**config.mk**
```make
export PLATFORM = sky130hd
export DESIGN_NAME = mse_ctrl
export DESIGN_NICKNAME = d
export VERILOG_FILES = /design/src/hw/rtl/mse_pkg.sv /design/src/hw/rtl/mse_ctrl.sv
export SDC_FILE = /design/constraint.sdc
export NUM_CORES = 1
export LEC_CHECK = 0
export BUFFER_PORTS_ARGS = -buffer_cell sky130_fd_sc_hd__clkbuf_2
export CORE_AREA = 3 3 40 42
export DETAILED_ROUTE_END_ITERATION = 10
export DIE_AREA = 0 0 43 45
export PLACE_DENSITY = 0.47
export SLEW_MARGIN = 40
export SYNTH_ARGS = -nofsm -noshare
export SYNTH_HDL_FRONTEND = slang
export SYNTH_SLANG_ARGS = --single-unit
```
**constraint.sdc**
```tcl
create_clock -name clk -period 1.4 [get_ports clk]
set_clock_uncertainty 0.05 [all_clocks]
set_input_delay 0 -clock clk [delete_from_list [all_inputs] [get_ports clk]]
set_output_delay 0 -clock clk [all_outputs]
set_load 0.05 [all_outputs]
```
**src/hw/rtl/mse_pkg.sv**
```systemverilog
// ----------------------------------------------------------------------------
// mse_pkg
// Shared types, constants and opcode codes for the MIPS subset execute block.
// ----------------------------------------------------------------------------
package mse_pkg;

	localparam int unsigned MemWords = 1024;
	localparam int unsigned MemAw    = $clog2(MemWords);
	localparam int unsigned RegCount = 32;
	localparam int unsigned RegAw    = $clog2(RegCount);

	// opcode field
	localparam logic [5:0] OP_SPECIAL = 6'h00;
	localparam logic [5:0] OP_ADDI    = 6'h08;
	localparam logic [5:0] OP_BEQ     = 6'h04;
	localparam logic [5:0] OP_BNE     = 6'h05;
	localparam logic [5:0] OP_BGTZ    = 6'h07;
	localparam logic [5:0] OP_BLEZ    = 6'h06;
	localparam logic [5:0] OP_LUI     = 6'h0F;
	localparam logic [5:0] OP_LW      = 6'h23;
	localparam logic [5:0] OP_SW      = 6'h2B;

	// funct field
	localparam logic [5:0] FN_ADD  = 6'h20;
	localparam logic [5:0] FN_SUB  = 6'h22;
	localparam logic [5:0] FN_AND  = 6'h24;
	localparam logic [5:0] FN_OR   = 6'h25;
	localparam logic [5:0] FN_XOR  = 6'h26;
	localparam logic [5:0] FN_SLT  = 6'h2A;
	localparam logic [5:0] FN_SLL  = 6'h00;
	localparam logic [5:0] FN_SRL  = 6'h02;
	localparam logic [5:0] FN_MULT = 6'h18;
	localparam logic [5:0] FN_DIV  = 6'h1A;
	localparam logic [5:0] FN_MFHI = 6'h10;
	localparam logic [5:0] FN_MFLO = 6'h12;
	localparam logic [5:0] FN_JR   = 6'h08;

	typedef struct packed {
		logic        reg_write_en;
		logic [4:0]  reg_write_index;
		logic [31:0] reg_write_value;
		logic [31:0] pc_after;
		logic [31:0] hi_value;
		logic [31:0] lo_value;
		logic        mem_write_en;
		logic [31:0] mem_byte_address;
		logic [31:0] mem_write_data;
		logic        illegal;
	} result_t;

	// controller -> datapath
	typedef struct packed {
		logic load;       // capture instruction, start register reads
		logic decode;     // operands valid, evaluate and issue
		logic mul_step;   // one shift-add step
		logic div_step;   // one restoring step
		logic finish;     // commit result
	} dp_cmd_t;

	// datapath -> controller
	typedef struct packed {
		logic is_mul;
		logic is_div;
		logic is_lw;
		logic iter_last;
	} dp_status_t;

endpackage

```
**src/hw/rtl/mse_ctrl.sv**
```systemverilog
// ----------------------------------------------------------------------------
// mse_ctrl
// Sequencer: accept, read, execute, iterate, commit, hand out the result.
// ----------------------------------------------------------------------------
module mse_ctrl (
	input  logic                clk,
	input  logic                arst_n,
	input  logic                in_valid,
	output logic                in_ready,
	output logic                out_valid,
	input  logic                out_ready,
	input  logic                busy_clear,
	input  mse_pkg::dp_status_t status,
	output mse_pkg::dp_cmd_t    cmd
);
	typedef enum logic [2:0] {S_IDLE, S_DEC, S_MUL, S_DIV, S_FIN, S_OUT} state_t;
	state_t state_q;

	assign in_ready  = (state_q == S_IDLE) && !busy_clear;
	assign out_valid = (state_q == S_OUT);

	always_comb begin
		cmd          = '0;
		cmd.load     = in_valid && in_ready;
		cmd.decode   = (state_q == S_DEC);
		cmd.mul_step = (state_q == S_MUL);
		cmd.div_step = (state_q == S_DIV);
		cmd.finish   = (state_q == S_FIN);
	end

	always_ff @(posedge clk or negedge arst_n) begin
		if (!arst_n) begin
			state_q <= S_IDLE;
		end else begin
			case (state_q)
				S_IDLE: if (in_valid && in_ready) state_q <= S_DEC;
				S_DEC: begin
					if (status.is_mul)      state_q <= S_MUL;
					else if (status.is_div) state_q <= S_DIV;
					else                    state_q <= S_FIN;
				end
				S_MUL: if (status.iter_last) state_q <= S_FIN;
				S_DIV: if (status.iter_last) state_q <= S_FIN;
				S_FIN: state_q <= S_OUT;
				S_OUT: if (out_ready) state_q <= S_IDLE;
				default: state_q <= S_IDLE;
			endcase
		end
	end

	a_one_phase: assert property (@(posedge clk) disable iff (!arst_n)
		$onehot0({cmd.load, cmd.decode, cmd.mul_step, cmd.div_step, cmd.finish}))
		else $error("two phases at once");
	a_dec_after_load: assert property (@(posedge clk) disable iff (!arst_n)
		cmd.load |=> cmd.decode) else $error("decode did not follow load");
	a_out_after_fin: assert property (@(posedge clk) disable iff (!arst_n)
		cmd.finish |=> out_valid) else $error("result not shown after commit");
endmodule

```
# Yosys cells after proc, flatten, opt, wreduce, memory -nomap -nowiden
# Index checks and enable logic that the tools add are counted.
totals:
  register_bits: 3
  wordCells: 21
  output_inout_bits: 7
  inputBits: 9
op_classes:
  n_reduce_logical: 6
  eq_ne: 8
  n_mux: 6
ops:
  columns: ["cell", "count"]
  rows:
  - ["$mux W3", 5]
  - ["$pmux W3 S5", 1]
  - ["$eq A3 B2 Y1 const B", 2]
  - ["$eq A3 B3 Y1 const B", 2]
  - ["$ne A2 B1 Y1 const B", 2]
  - ["$eq A3 B1 Y1 const B", 1]
  - ["$logic_not A3 Y1", 1]
  - ["$reduce_and A3 Y1", 1]
  - ["$logic_and A1 B1 Y1", 2]
  - ["$ne A2 B2 Y1 const B", 1]
  - ["$reduce_or A2 Y1", 1]
  - ["$logic_not A1 Y1", 1]

# Depth between registers and ports, before layout
logic_depth:
  ltp_word: 5
  mapped_depth: 4
  ltp_nobuf: 3

# Worst setup path before layout
# Ideal clock, no wire load.
synth_timing:
  path_type: "reg-to-output"
  startpoint: "register state_q[0]"
  endpoint: "output cmd[4] in the netlist's numbering"
  stages_incl_launch_ff: 4
  path_buffers: 1
  setup_slack_ns: -0.685
  t_required_ns: 1.350
  arrival_ns: 2.035
  cell_sequence: "dfrtp_1 buf_6 nor4_2 and2_1"
synth_rtl:
  columns: ["item", "line_no", "rtl"]
  rows:
  - ["from (decl)", "mse_ctrl.sv:17", "state_t state_q;"]
  - ["from (signal assigned)", "mse_ctrl.sv:33", "state_q <= S_IDLE;"]
  - ["from (signal assigned)", "mse_ctrl.sv:36", "S_IDLE: if (in_valid && in_ready) state_q <= S_DEC;"]
  - ["from (signal assigned)", "mse_ctrl.sv:38", "if (status.is_mul) state_q <= S_MUL;"]
  - ["to (decl)", "mse_ctrl.sv:14", "output mse_pkg::dp_cmd_t cmd"]

==> key figures <==
CTS
  – Clock root buffer: clkbuf_4
  – Clock latency at the later pin of the worst-skew pair: roughly 0.24 ns
  – Level count of the clock H-tree: 1
  – Inserted Clock Buffers: 3
  – TritonCTS clock tree: built
  – Clock transition at path regs: ~0.040 ns
  – Buffer depth of the longest clock path: 2
  – Clock sinks: 3

Synth
  – Compound-Gate Fraction of Synth Area: around 18%
  – Gate Count Post-Synth: 28
  – Area fraction in and, or, nand and nor cells after synthesis: about 42%
  – Most area-consuming cells after synthesis: dfrtp_1 28%, nor3b_1 11%, buf_6 8.4%, and3b_1 6.5%, a21oi_1 5.6%
  – Ys Warns: 0
  – Post-synthesis area per instance: 9.607 µm²
  – Xor and xnor area share after synthesis: 0%
  – Number of nets in the synthesized netlist: 37
  – Proportion of netlist area held by the largest area contributor: roughly 28%
  – Share of synthesized area spent on multiplexers: 0%
  – Largest family of logic cells by synthesized area: simple AND/OR/NAND/NOR gates
  – Sequential area share after synthesis: about 28%
  – Number of storage elements in the synthesis netlist: 3
  – Library cell with the largest summed area after synthesis: dfrtp_1
  – Post-synthesis adder-cell area fraction: 0%
  – Combined area of all synthesized cells: 269.0 µm²
  – Unique cell type count in the Yosys netlist: 19

Layout
  – Largest register FFs: 3
  – Largest register by flop count: state_q
  – Proportion of layout cells with a drive suffix above 1: roughly 65%
  – Area of all placed cells without fillers: about 480 µm²
  – Total Nets Final: 62
  – Ant diodes: 0
  – Leading registers by flop count: state_q x3
  – Final core utilization: 37.20%
  – Area delta synth->final: 77.67%

GRT
  – Leftover overflow at the end of global routing: 0
  – First-pass GRT wire length: ~1200 µm
  – Number of antenna violations at the first check in global routing: 0
  – Via count of the first global-routing pass: between 200 and 300
  – Pin count of the biggest net entering global routing: 15
  – Overall routing resource usage: ~8.4%

Run status
  – Result of the run: finished clean

STA
  – Max Clk Rate: 0.7560 GHz
  – Worst Hold Margin: roughly 0.04 ns
  – Final slew viol count: 0
  – Hold Fails Final Rpt: 0
  – Headroom to the max-slew limit: between 70% and 80%
  – Final clock period utilization by the worst path: between 90% and 100%
  – Min Tclk post-route: approximately 1.3 ns
  – Finish-stage setup viols: 0
  – Transition time at the pin with the least slew margin: about 0.43 ns
  – Summed negative setup slack over all endpoints: 0 ns

Routing
  – Drt pass-1 iters: 1
  – Overall via count from detail_route: 293
  – DR iter-0 viols: 0
  – Average vias per placed instance: roughly 4.4
  – Routed wirelength normalized by instance count: 11.57 µm
  – Count of nets left with antenna violations after detail routing: 0
  – Detailed-route wire length: 775 µm
  – Post-route DRC violation count: 0

Worst setup path
  – Data arrival time of the worst path: 1.27 ns
  – Startpoint class of the critical path: flip-flop
  – Critical-path maximum fanout: 8
  – Sort of element at the end of the critical path: primary output
  – Worst setup path class: reg -> out
  – Worst Path Required: roughly 1.4 ns

Floorplanning
  – I/O Pins: 16
  – Row count: 13
  – CORE AREA: between 1000 and 1500 µm²
  – Width of the chip: around 43 µm
  – Area of the die: 1935 µm²
  – Initial standard-cell utilization of the core: 20.93%
  – Vertical die dimension: between 40 and 50 µm

Job
  – Max-capacitance violation count: 0

Min path
  – Type of the worst min-delay path: in -> async

Placement
  – Final HPWL DP: about 460 µm
  – Post-placement cell area: ~360 µm²
  – Quantity of I/O buffers inserted on ports: 14
  – Final RePlAce weighted congestion: ~0.67

Power
  – Power density over cell area: about 2400 nW/µm²
  – Peak VDD IR: about 1200 µV
  – Total leakage power: ~0.00022 µW
power by group:
group / switching, µW / internal (µW)
combinational: 450 / 343
clock: 50.0 / 107
sequential: 77.3 / 137
total: 577 / 587
logic make-up (layout without fill, tap and decap cells):
family | after synthesis | in the layout
DFF | 3 | 3
AOI/OAI and AO/OA | 7 | 7
and+or+nand+nor | 14 | 14
buffers and inverters | 4 | 28
repair_timing:
item,in CTS,in global routing
hold buffers,2,0
cloned,0,0
setup buffers,0,5
gates resized for setup,10,5
endpoints found under the setup margin,7,5
hold endpoints to repair,4,0
pin swaps,0,1
placed cells by master, fill, tap and decap left out, types with 2 or more instances in the layout:
cell type      instances
nor3b_2                4
clkbuf_4               5
dfrtp_2                3
a21oi_1                3
and3b_1                2
dlygate4sd3_1          2
clkbuf_2               8
buf_4                 10
per-stage QoR:
step / power [µW] / worst slack, ns / std cells
after detailed placement: 837.9 / 0.07724 / 56
after floorplan: 744.4 / -0.4066 / 28
final: 1164 / 0.07731 / 67
after global routing: 1243 / -0.01532 / 67
after global placement: 841.4 / 0.08332 / 56
after CTS: 1052 / 0.01549 / 62
routing by layer:
| metal | global-route usage [%] | share of wire (%) | vias up |
|---|---|---|---|
| met5 | 0 | 0 | - |
| met4 | 9.036 | 2.2 | 0 |
| met3 | 1.195 | 7.2 | 2 |
| met2 | 13.47 | 51 | 12 |
| met1 | 9.223 | 40 | 126 |
| li1 | - | - | 153 |
cell type report:
class                           instances  area, µm²
Sequential cell                         3      78.83
Fill cell                             134      807.0
Inverter                                1      3.754
Timing Repair Buffer                   23      163.9
Tap cell                               15      18.77
Multi-Input combinational cell         21      186.4
Clock buffer                            4      26.28
path summary, 6_finish.rpt:
check,endpoint,slack (ns),depth (start not counted),from
max in group asynchronous,state_q[1],1.14,2,arst_n
min in group clk,state_q[0],0.06,3,in_valid
worst max register to register,state_q[0],0.14,5,state_q[1]
worst max-delay path,cmd[1],0.08,3,state_q[2]
worst min register to register,state_q[1],0.60,2,state_q[1]
worst min-delay path,state_q[0],0.04,2,arst_n
critical path, stage by stage, from the launching register on:
cell     delay [ns]
dfrtp_2        0.45
buf_4          0.18
and3b_1        0.21
buf_4          0.19
cell usage after synthesis:
library cell and n:
nor4_2 1, nand3b_1 1, or3b_1 1, nor3b_1 4
and2_1 1, o21ai_1 1, dfrtp_1 3, a21oi_1 3
and3b_1 2, buf_6 2, nor4b_1 1, nand2b_1 1
buf_2 1, nor2_1 1, o31ai_2 1, inv_1 1
nor3b_2 1, o31ai_1 1, a31o_2 1
No activity file was read; power rests on OpenSTA's default activity.
